File: config.mk
export PLATFORM = sky130hd
export DESIGN_NAME = decimal_number_token_scanner
export DESIGN_NICKNAME = d
export VERILOG_FILES = /design/src/hw/rtl/dnts_pkg.sv /design/src/hw/rtl/dnts_in_reg.sv /design/src/hw/rtl/dnts_core.sv /design/src/hw/rtl/dnts_out_reg.sv /design/src/hw/rtl/decimal_number_token_scanner.sv
export SDC_FILE = /design/constraint.sdc
export NUM_CORES = 1
export LEC_CHECK = 0
export ABC_CLOCK_PERIOD_IN_PS = 14030
export BUFFER_PORTS_ARGS = -buffer_cell sky130_fd_sc_hd__buf_2
export CORE_MARGIN = 3
export CORE_UTILIZATION = 50
export DETAILED_ROUTE_END_ITERATION = 8
export PLACE_DENSITY = 0.68
export SLEW_MARGIN = 5
export SYNTH_ARGS = -nofsm -noshare
export SYNTH_HDL_FRONTEND = slang
export SYNTH_HIERARCHICAL = 1
export SYNTH_SLANG_ARGS = --single-unit
File: constraint.sdc
create_clock -name clk -period 14.03 [get_ports clk]
set_input_delay 2.806 -clock clk [delete_from_list [all_inputs] [get_ports clk]]
set_output_delay 2.806 -clock clk [all_outputs]
set_load 0.01 [all_outputs]
File: src/hw/rtl/dnts_pkg.sv
// Shared types, character codes and saturation limits for the number token scanner.
package dnts_pkg;

  // Digit limits of the accumulators
  localparam int MAX_DIGITS     = 18;
  localparam int MAX_EXP_DIGITS = 4;

  localparam logic [63:0] CAP60 = 64'h0FFF_FFFF_FFFF_FFFF;
  localparam logic [63:0] CAP14 = 64'h0000_0000_0000_3FFF;

  // Largest value of ndig decimal digits, clipped to cap (elaboration only)
  function automatic logic [63:0] sat_limit(int ndig, logic [63:0] cap);
    logic [63:0] p;
    p = 64'd1;
    for (int i = 0; i < ndig; i++) begin
      if (p <= cap) begin
        p = p * 64'd10;
      end
    end
    p = p - 64'd1;
    return (p > cap) ? cap : p;
  endfunction

  localparam logic [63:0] LIM_MANT = sat_limit(MAX_DIGITS, CAP60);
  localparam logic [63:0] LIM_EXP  = sat_limit(MAX_EXP_DIGITS, CAP14);

  // Character codes
  localparam logic [7:0] CH_END   = 8'h00;
  localparam logic [7:0] CH_ZERO  = 8'h30;
  localparam logic [7:0] CH_NINE  = 8'h39;
  localparam logic [7:0] CH_POINT = 8'h2E;
  localparam logic [7:0] CH_MINUS = 8'h2D;
  localparam logic [7:0] CH_PLUS  = 8'h2B;

  // Field widths and result beat layout
  localparam int ACC_W     = 60;
  localparam int CNT_W     = 5;
  localparam int EXP_W     = 14;
  localparam int TDATA_W   = 144;
  localparam int OFS_NEG   = 0;
  localparam int OFS_INT   = 1;
  localparam int OFS_FRAC  = 61;
  localparam int OFS_FCNT  = 121;
  localparam int OFS_ENEG  = 126;
  localparam int OFS_EXP   = 127;

  typedef enum logic [3:0] {
    PH_START      = 4'd0,
    PH_SIGN       = 4'd1,
    PH_INT        = 4'd2,
    PH_INT_POINT  = 4'd3,
    PH_LEAD_POINT = 4'd4,
    PH_FRAC       = 4'd5,
    PH_EXP_MARK   = 4'd6,
    PH_EXP_SIGN   = 4'd7,
    PH_EXP_DIG    = 4'd8,
    PH_BAD        = 4'd9
  } phase_t;

  typedef enum logic [1:0] {
    KIND_INT    = 2'd0,
    KIND_FLOAT  = 2'd1,
    KIND_REJECT = 2'd2,
    KIND_OVF    = 2'd3
  } kind_t;

  typedef struct packed {
    kind_t             kind;
    logic              negative;
    logic [ACC_W-1:0]  int_part;
    logic [ACC_W-1:0]  frac_value;
    logic [CNT_W-1:0]  frac_count;
    logic              exp_negative;
    logic [EXP_W-1:0]  exp_value;
  } result_t;

  // Held byte handed from the input register to the scanner core
  typedef struct packed {
    logic       valid;
    logic [7:0] ch;
  } item_t;

  // Exponent marker letters: e s f d l in either case
  function automatic logic is_marker(logic [7:0] c);
    logic m;
    unique case (c)
      8'h65, 8'h73, 8'h66, 8'h64, 8'h6C,
      8'h45, 8'h53, 8'h46, 8'h44, 8'h4C: m = 1'b1;
      default:                           m = 1'b0;
    endcase
    return m;
  endfunction

endpackage

File: src/hw/rtl/dnts_in_reg.sv
// Input register: holds one character beat until the scanner core takes it.
module dnts_in_reg (
  input  logic            clk,
  input  logic            rst_n,
  input  logic            in_tvalid,
  output logic            in_tready,
  input  logic [7:0]      in_tdata,   // [7:0] ch
  input  logic            advance,
  output dnts_pkg::item_t item
);

  logic       valid_r, valid_nxt;
  logic [7:0] ch_r;

  // Take a beat when empty or when the held one moves on this cycle
  assign in_tready = !valid_r || advance;

  always_comb begin
    valid_nxt = valid_r;
    if (in_tvalid && in_tready) begin
      valid_nxt = 1'b1;
    end else if (advance) begin
      valid_nxt = 1'b0;
    end
  end

  always_ff @(posedge clk) begin
    if (!rst_n) begin
      valid_r <= 1'b0;
    end else begin
      valid_r <= valid_nxt;
    end
  end

  // Capture the character
  always_ff @(posedge clk) begin
    if (in_tvalid && in_tready) begin
      ch_r <= in_tdata;
    end
  end

  assign item.valid = valid_r;
  assign item.ch    = ch_r;

endmodule

File: src/hw/rtl/dnts_core.sv
// Scanner core: grammar state machine, multiply-by-ten accumulators and result build.
module dnts_core (
  input  logic              clk,
  input  logic              rst_n,
  input  dnts_pkg::item_t   item,
  input  logic              out_free,
  output logic              advance,
  output logic              emit,
  output dnts_pkg::result_t res
);

  dnts_pkg::phase_t phase_r, phase_nxt;
  logic                         neg_r, neg_nxt;
  logic [dnts_pkg::ACC_W-1:0]   int_acc_r, int_acc_nxt;
  logic [dnts_pkg::ACC_W-1:0]   frac_acc_r, frac_acc_nxt;
  logic [dnts_pkg::CNT_W-1:0]   frac_cnt_r, frac_cnt_nxt;
  logic                         exp_neg_r, exp_neg_nxt;
  logic [dnts_pkg::EXP_W-1:0]   exp_acc_r, exp_acc_nxt;
  logic                         ovf_r, ovf_nxt;

  logic       is_end, is_dig, is_pt, is_minus, is_plus, is_mark;
  logic [3:0] dig;
  logic       int_dig, frac_dig, exp_dig, set_neg, set_exp_neg;
  logic [63:0] int_cand, frac_cand;
  logic [17:0] exp_cand;
  logic       int_sat, frac_sat, exp_sat, frac_full;
  dnts_pkg::kind_t kind;

  // Classify the held character
  always_comb begin
    is_end   = (item.ch == dnts_pkg::CH_END);
    is_dig   = (item.ch >= dnts_pkg::CH_ZERO) && (item.ch <= dnts_pkg::CH_NINE);
    is_pt    = (item.ch == dnts_pkg::CH_POINT);
    is_minus = (item.ch == dnts_pkg::CH_MINUS);
    is_plus  = (item.ch == dnts_pkg::CH_PLUS);
    is_mark  = dnts_pkg::is_marker(item.ch);
    dig      = 4'(item.ch - dnts_pkg::CH_ZERO);
  end

  // An end beat needs a free result slot; other beats always move on
  assign advance = item.valid && (!is_end || out_free);
  assign emit    = advance && is_end;

  // Next phase
  always_comb begin
    phase_nxt = phase_r;
    unique case (phase_r)
      dnts_pkg::PH_START: begin
        if (is_minus || is_plus)  phase_nxt = dnts_pkg::PH_SIGN;
        else if (is_dig)          phase_nxt = dnts_pkg::PH_INT;
        else if (is_pt)           phase_nxt = dnts_pkg::PH_LEAD_POINT;
        else                      phase_nxt = dnts_pkg::PH_BAD;
      end
      dnts_pkg::PH_SIGN: begin
        if (is_dig)               phase_nxt = dnts_pkg::PH_INT;
        else if (is_pt)           phase_nxt = dnts_pkg::PH_LEAD_POINT;
        else                      phase_nxt = dnts_pkg::PH_BAD;
      end
      dnts_pkg::PH_INT: begin
        if (is_dig)               phase_nxt = dnts_pkg::PH_INT;
        else if (is_pt)           phase_nxt = dnts_pkg::PH_INT_POINT;
        else if (is_mark)         phase_nxt = dnts_pkg::PH_EXP_MARK;
        else                      phase_nxt = dnts_pkg::PH_BAD;
      end
      dnts_pkg::PH_INT_POINT, dnts_pkg::PH_LEAD_POINT: begin
        if (is_dig)               phase_nxt = dnts_pkg::PH_FRAC;
        else                      phase_nxt = dnts_pkg::PH_BAD;
      end
      dnts_pkg::PH_FRAC: begin
        if (is_dig)               phase_nxt = dnts_pkg::PH_FRAC;
        else if (is_mark)         phase_nxt = dnts_pkg::PH_EXP_MARK;
        else                      phase_nxt = dnts_pkg::PH_BAD;
      end
      dnts_pkg::PH_EXP_MARK: begin
        if (is_minus || is_plus)  phase_nxt = dnts_pkg::PH_EXP_SIGN;
        else if (is_dig)          phase_nxt = dnts_pkg::PH_EXP_DIG;
        else                      phase_nxt = dnts_pkg::PH_BAD;
      end
      dnts_pkg::PH_EXP_SIGN, dnts_pkg::PH_EXP_DIG: begin
        if (is_dig)               phase_nxt = dnts_pkg::PH_EXP_DIG;
        else                      phase_nxt = dnts_pkg::PH_BAD;
      end
      default:                    phase_nxt = dnts_pkg::PH_BAD;
    endcase
    if (is_end) phase_nxt = dnts_pkg::PH_START;
  end

  // Actions per phase
  always_comb begin
    int_dig     = 1'b0;
    frac_dig    = 1'b0;
    exp_dig     = 1'b0;
    set_neg     = 1'b0;
    set_exp_neg = 1'b0;
    unique case (phase_r)
      dnts_pkg::PH_START: begin
        int_dig = is_dig;
        set_neg = is_minus;
      end
      dnts_pkg::PH_SIGN, dnts_pkg::PH_INT:                 int_dig  = is_dig;
      dnts_pkg::PH_INT_POINT, dnts_pkg::PH_LEAD_POINT,
      dnts_pkg::PH_FRAC:                                   frac_dig = is_dig;
      dnts_pkg::PH_EXP_MARK: begin
        exp_dig     = is_dig;
        set_exp_neg = is_minus;
      end
      dnts_pkg::PH_EXP_SIGN, dnts_pkg::PH_EXP_DIG:         exp_dig  = is_dig;
      default: ;
    endcase
  end

  // Multiply by ten as shift-add, then compare against the limit
  always_comb begin
    int_cand  = ({4'b0, int_acc_r} << 3) + ({4'b0, int_acc_r} << 1) + 64'(dig);
    frac_cand = ({4'b0, frac_acc_r} << 3) + ({4'b0, frac_acc_r} << 1) + 64'(dig);
    exp_cand  = ({4'b0, exp_acc_r} << 3) + ({4'b0, exp_acc_r} << 1) + 18'(dig);
    int_sat   = (int_cand > dnts_pkg::LIM_MANT);
    frac_sat  = (frac_cand > dnts_pkg::LIM_MANT);
    exp_sat   = (exp_cand > dnts_pkg::LIM_EXP[17:0]);
    frac_full = (frac_cnt_r >= dnts_pkg::CNT_W'(dnts_pkg::MAX_DIGITS));
  end

  // Accumulator updates
  always_comb begin
    neg_nxt      = neg_r;
    int_acc_nxt  = int_acc_r;
    frac_acc_nxt = frac_acc_r;
    frac_cnt_nxt = frac_cnt_r;
    exp_neg_nxt  = exp_neg_r;
    exp_acc_nxt  = exp_acc_r;
    ovf_nxt      = ovf_r;
    if (is_end) begin
      neg_nxt      = 1'b0;
      int_acc_nxt  = '0;
      frac_acc_nxt = '0;
      frac_cnt_nxt = '0;
      exp_neg_nxt  = 1'b0;
      exp_acc_nxt  = '0;
      ovf_nxt      = 1'b0;
    end else begin
      if (set_neg)     neg_nxt     = 1'b1;
      if (set_exp_neg) exp_neg_nxt = 1'b1;
      if (int_dig) begin
        if (int_sat) begin
          int_acc_nxt = dnts_pkg::LIM_MANT[dnts_pkg::ACC_W-1:0];
          ovf_nxt     = 1'b1;
        end else begin
          int_acc_nxt = int_cand[dnts_pkg::ACC_W-1:0];
        end
      end
      if (frac_dig) begin
        if (frac_full) begin
          ovf_nxt = 1'b1;
        end else begin
          frac_cnt_nxt = frac_cnt_r + 1'b1;
          if (frac_sat) begin
            frac_acc_nxt = dnts_pkg::LIM_MANT[dnts_pkg::ACC_W-1:0];
            ovf_nxt      = 1'b1;
          end else begin
            frac_acc_nxt = frac_cand[dnts_pkg::ACC_W-1:0];
          end
        end
      end
      if (exp_dig) begin
        if (exp_sat) begin
          exp_acc_nxt = dnts_pkg::LIM_EXP[dnts_pkg::EXP_W-1:0];
          ovf_nxt     = 1'b1;
        end else begin
          exp_acc_nxt = exp_cand[dnts_pkg::EXP_W-1:0];
        end
      end
    end
  end

  always_ff @(posedge clk) begin
    if (!rst_n) begin
      phase_r    <= dnts_pkg::PH_START;
      neg_r      <= 1'b0;
      int_acc_r  <= '0;
      frac_acc_r <= '0;
      frac_cnt_r <= '0;
      exp_neg_r  <= 1'b0;
      exp_acc_r  <= '0;
      ovf_r      <= 1'b0;
    end else if (advance) begin
      phase_r    <= phase_nxt;
      neg_r      <= neg_nxt;
      int_acc_r  <= int_acc_nxt;
      frac_acc_r <= frac_acc_nxt;
      frac_cnt_r <= frac_cnt_nxt;
      exp_neg_r  <= exp_neg_nxt;
      exp_acc_r  <= exp_acc_nxt;
      ovf_r      <= ovf_nxt;
    end
  end

  // Classify the finished token
  always_comb begin
    unique case (phase_r)
      dnts_pkg::PH_INT, dnts_pkg::PH_INT_POINT: kind = dnts_pkg::KIND_INT;
      dnts_pkg::PH_FRAC, dnts_pkg::PH_EXP_DIG:  kind = dnts_pkg::KIND_FLOAT;
      default:                                  kind = dnts_pkg::KIND_REJECT;
    endcase
    if (kind != dnts_pkg::KIND_REJECT && ovf_r) kind = dnts_pkg::KIND_OVF;
  end

  // Build the result; a rejected token carries zero fields
  always_comb begin
    res      = '0;
    res.kind = kind;
    if (kind != dnts_pkg::KIND_REJECT) begin
      res.negative     = neg_r;
      res.int_part     = int_acc_r;
      res.frac_value   = frac_acc_r;
      res.frac_count   = frac_cnt_r;
      res.exp_negative = exp_neg_r;
      res.exp_value    = exp_acc_r;
    end
  end

endmodule

File: src/hw/rtl/dnts_out_reg.sv
// Output register: holds one result beat until the downstream side takes it.
module dnts_out_reg (
  input  logic                          clk,
  input  logic                          rst_n,
  input  logic                          load,
  input  dnts_pkg::result_t             res,
  output logic                          out_free,
  output logic                          out_tvalid,
  input  logic                          out_tready,
  output logic [dnts_pkg::TDATA_W-1:0]  out_tdata,
  output logic [1:0]                    out_tuser
);

  logic              valid_r, valid_nxt;
  dnts_pkg::result_t res_r;

  // Slot is free when empty or being drained this cycle
  assign out_free = !valid_r || out_tready;

  always_comb begin
    valid_nxt = valid_r;
    if (load) begin
      valid_nxt = 1'b1;
    end else if (out_tready) begin
      valid_nxt = 1'b0;
    end
  end

  always_ff @(posedge clk) begin
    if (!rst_n) begin
      valid_r <= 1'b0;
    end else begin
      valid_r <= valid_nxt;
    end
  end

  always_ff @(posedge clk) begin
    if (load) begin
      res_r <= res;
    end
  end

  // Pack the beat, first field lowest
  assign out_tvalid = valid_r;
  assign out_tuser  = res_r.kind;
  assign out_tdata  = {3'b000, res_r.exp_value, res_r.exp_negative, res_r.frac_count,
                       res_r.frac_value, res_r.int_part, res_r.negative};

endmodule

File: src/hw/rtl/decimal_number_token_scanner.sv
// Top level of the decimal number token scanner.
// A result beat is loaded into the output register when its end byte leaves the input register
// with the result slot free; a stalled result holds the end byte in the input register.
// Throughput: one character byte per cycle while no end byte waits on a full result slot;
// set by the state and multiply-by-ten update that the scanner core makes for each byte.
// Reset: synchronous, active low; clears both registers' valid bits and returns the
// scanner to the start of a token with all accumulators at zero.
module decimal_number_token_scanner (
  input  logic                          clk,
  input  logic                          rst_n,
  input  logic                          in_tvalid,
  output logic                          in_tready,
  input  logic [7:0]                    in_tdata,   // [7:0] ch
  output logic                          out_tvalid,
  input  logic                          out_tready,
  // [0] negative, [60:1] int_part, [120:61] frac_value, [125:121] frac_count,
  // [126] exp_negative, [140:127] exp_value, [143:141] zero
  output logic [dnts_pkg::TDATA_W-1:0]  out_tdata,
  output logic [1:0]                    out_tuser   // [1:0] kind
);

  dnts_pkg::item_t   item;
  dnts_pkg::result_t res;
  logic              advance, emit, out_free;

  dnts_in_reg u_in_reg (
    .clk       (clk),
    .rst_n     (rst_n),
    .in_tvalid (in_tvalid),
    .in_tready (in_tready),
    .in_tdata  (in_tdata),
    .advance   (advance),
    .item      (item)
  );

  dnts_core u_core (
    .clk      (clk),
    .rst_n    (rst_n),
    .item     (item),
    .out_free (out_free),
    .advance  (advance),
    .emit     (emit),
    .res      (res)
  );

  dnts_out_reg u_out_reg (
    .clk        (clk),
    .rst_n      (rst_n),
    .load       (emit),
    .res        (res),
    .out_free   (out_free),
    .out_tvalid (out_tvalid),
    .out_tready (out_tready),
    .out_tdata  (out_tdata),
    .out_tuser  (out_tuser)
  );

endmodule

==> impl_metrics.json <==
{
  "p_total_mw": 1.89,
  "dpl.hpwl_um": 45400,
  "place_congestion": 0.928,
  "cp_max_fo": 8,
  "synth.area.mux_share_pct": 0.384,
  "core_area_sq_um": 42500,
  "leakage_nw": 10.4,
  "slew_viol_final": 0,
  "wire_per_inst_um": 19.6,
  "antenna_cells": 0,
  "cts.path.max_buffers": 3,
  "synth_top_area_cell": "edfxtp_1",
  "antenna_found_initial": 0,
  "post_cts_buffers": 0,
  "synth.area.top_cells": "edfxtp_1, ha_1, dfxtp_1",
  "drt.antenna.violating_nets": 0,
  "finalSetupTns_ns": 0,
  "yosysMostFrequentCell": "ha_1",
  "synth-simple-area-share_pct": 17.8,
  "grt-busiest-layer": "met2",
  "peakVddDrop_mv": 0.0764,
  "grt_max_degree": 96,
  "slew-limit-headroom_pct": 20.3,
  "synthTopCellsByCount": "ha_1, a21oi_1, nand2_1",
  "cts_made_buffers": 35,
  "vias_per_cell": 6.10,
  "grt_pass1_wl_um": 99000,
  "post-place-cells": 3070,
  "synth_seq_area_share_pct": 34.3,
  "final-setup-viol-count": 0,
  "pre_cts_ws_ns": 7.18,
  "tightest_slew_ns": 1.20,
  "synth_flop_cell": "edfxtp_1",
  "first_pass_iters": 8,
  "grt_setup_unrepaired": "false",
  "async_flop_share_pct": 0,
  "boundaryPins": 160,
  "io_buffers": 156,
  "synth-edff-count": 151,
  "drt-total-wl_um": 61500,
  "ys_warn_count": 6,
  "initial_core_util_pct": 51.4,
  "grtUsageMet1_pct": 35.2,
  "finalHoldViolCount": 0,
  "vias": 19100,
  "rows": 75,
  "syn_area_sq_um": 21800,
  "cts.sinks": 299,
  "ctsResizeCount": 0,
  "final_area_sq_um": 24100,
  "fin_ws_ns": 7.13,
  "fin_crit_sh_pct": 49.2,
  "drtIter0Drc": 1508,
  "layout.nets": 2815,
  "final_layout_size_suffix_gt1_share_pct": 10.6,
  "insertion_delay_ns": 0.55,
  "htreeDepth": 2,
  "grt_util_met2_pct": 41.9,
  "drc": 0,
  "filler_cell_count": 3846,
  "synth-adder-area-share_pct": 15.9,
  "overflow": 0,
  "worstHoldPathType": "reg2reg",
  "skew_ns": 0.0201,
  "die_area_sq_um": 46200,
  "grt_pass1_vias": 18700,
  "synth_top_area_share_pct": 20.8,
  "area_growth_pct": 10.3,
  "fin_crit_ns": 6.90,
  "syn_inst": 2456,
  "die_width_um": 215,
  "cellPowerDensity_nw_per_um2": 78.5,
  "path_clk_slew_ns": 0.05,
  "met3_usage_pct": 4.19,
  "start_kind": "input pin",
  "fp.dieH_um": 215,
  "grtUsageTotal_pct": 25.8,
  "cts_root_buf": "clkbuf_16",
  "avgSynthCellArea_sq_um": 8.90,
  "crit_required_ns": 11.22,
  "place_area_sq_um": 22900,
  "synth_top_family_by_area": "compound AO/OA/AOI/OAI gates",
  "critPathArrivalTime_ns": 4.09,
  "ys_types": 85,
  "layout.cells.non_filler": 3134,
  "cts_tree": "yes",
  "ys_ff_latch": 299,
  "max_freq_mhz": 145,
  "endpoint_kind": "output port",
  "synth-xor-area-share_pct": 4.69,
  "synth-compound-area-share_pct": 23.5,
  "outcome": "complete, no violations",
  "hold_buffers": 0,
  "maxCapViolCount": 0,
  "critPathKind": "in2out"
}
cell families after synthesis:
kind of cell    count (synthesis)
compound gates                789
xor+xnor                      117
fa+ha+maj                     274
buf+inv                       186
flops                         299
mux                             8
other cells                     1
simple gates                  782
final timing paths:
kind,start,end,slack (ns),depth (start not counted)
worst max register to register,u_in_reg/ch_r[3]$_DFFE_PP_,u_core/int_acc_r[49]$_SDFFE_PN0P_,7.91,16
worst min-delay path,u_core/exp_neg_r$_SDFFE_PN0P_,u_core/exp_neg_r$_SDFFE_PN0P_,0.49,2
worst max-delay path,out_tready,in_tready,7.13,6
worst min register to register,u_core/exp_neg_r$_SDFFE_PN0P_,u_core/exp_neg_r$_SDFFE_PN0P_,0.49,2
layout by cell type (no fill, tap or decap), types with 16 or more instances in the layout:
master       n
a311oi_1    18
xor2_1      52
and2_1      16
a22o_1      18
clkbuf_16   36
nand2_1    223
nor2b_1    158
o21ai_0    139
ha_1       267
nand4_1     53
xnor2_1     65
buf_2      156
a21oi_1    247
nor2_1     170
a21o_1      62
o211ai_1    19
dfxtp_1    148
nor3_1      43
a31oi_1     21
o31ai_1     20
edfxtp_1   151
o21ai_1     19
a211oi_1    55
o21a_1      19
o21bai_1    20
inv_1       49
nand3_1     33
sequential cells by signal (all words and copies together), names as in the netlist, 2 cells and up:
register             cells
u_core/exp_acc_r        14
u_out_reg/out_tdata    141
u_out_reg/out_tuser      2
u_core/frac_acc_r       60
u_core/frac_cnt_r        5
u_in_reg/ch_r            8
u_core/phase_r           4
u_core/int_acc_r        60
per-stage QoR:
step / utilization (%) / hold slack, ns
floorplan: - / 0.429
global placement: 53.9 / 0.480
detailed placement: 53.9 / 0.475
CTS: 56.7 / 0.488
global route: 56.7 / 0.502
finish: 56.7 / 0.486
per-layer routing:
metal	vias to the layer above	wire, um	part of all wire (%)
met3	106	3570	5.8
met4	0	1740	2.8
met5	-	0	0
li1	9308	-	-
met2	598	28000	45
met1	9113	28200	46
power by group:
group          total (mW)  switching [mW]  internal, mW
Combinational      0.0400          0.0308       0.00919
Clock               0.934           0.378         0.556
Sequential          0.918         0.00557         0.913
layout make-up:
cell class / count / area, sq um / share of cell area (%)
multi-input cells: 1973 / 13600 / 56.5
inverters: 51 / 196 / 0.815
clock inverters: 17 / 188 / 0.778
well taps: 577 / 722 / 2.99
repair buffers: 170 / 886 / 3.67
clock buffers: 47 / 992 / 4.12
flip-flops and latches: 299 / 7500 / 31.1
critical path: stages:
cell,delay [ns]
buf_2,0.10
nand2b_4,0.14
o21ai_1,0.48
inv_1,0.22
nand2b_4,0.20
buf_2,0.14
Note: power is estimated with default switching activity, not from simulation.
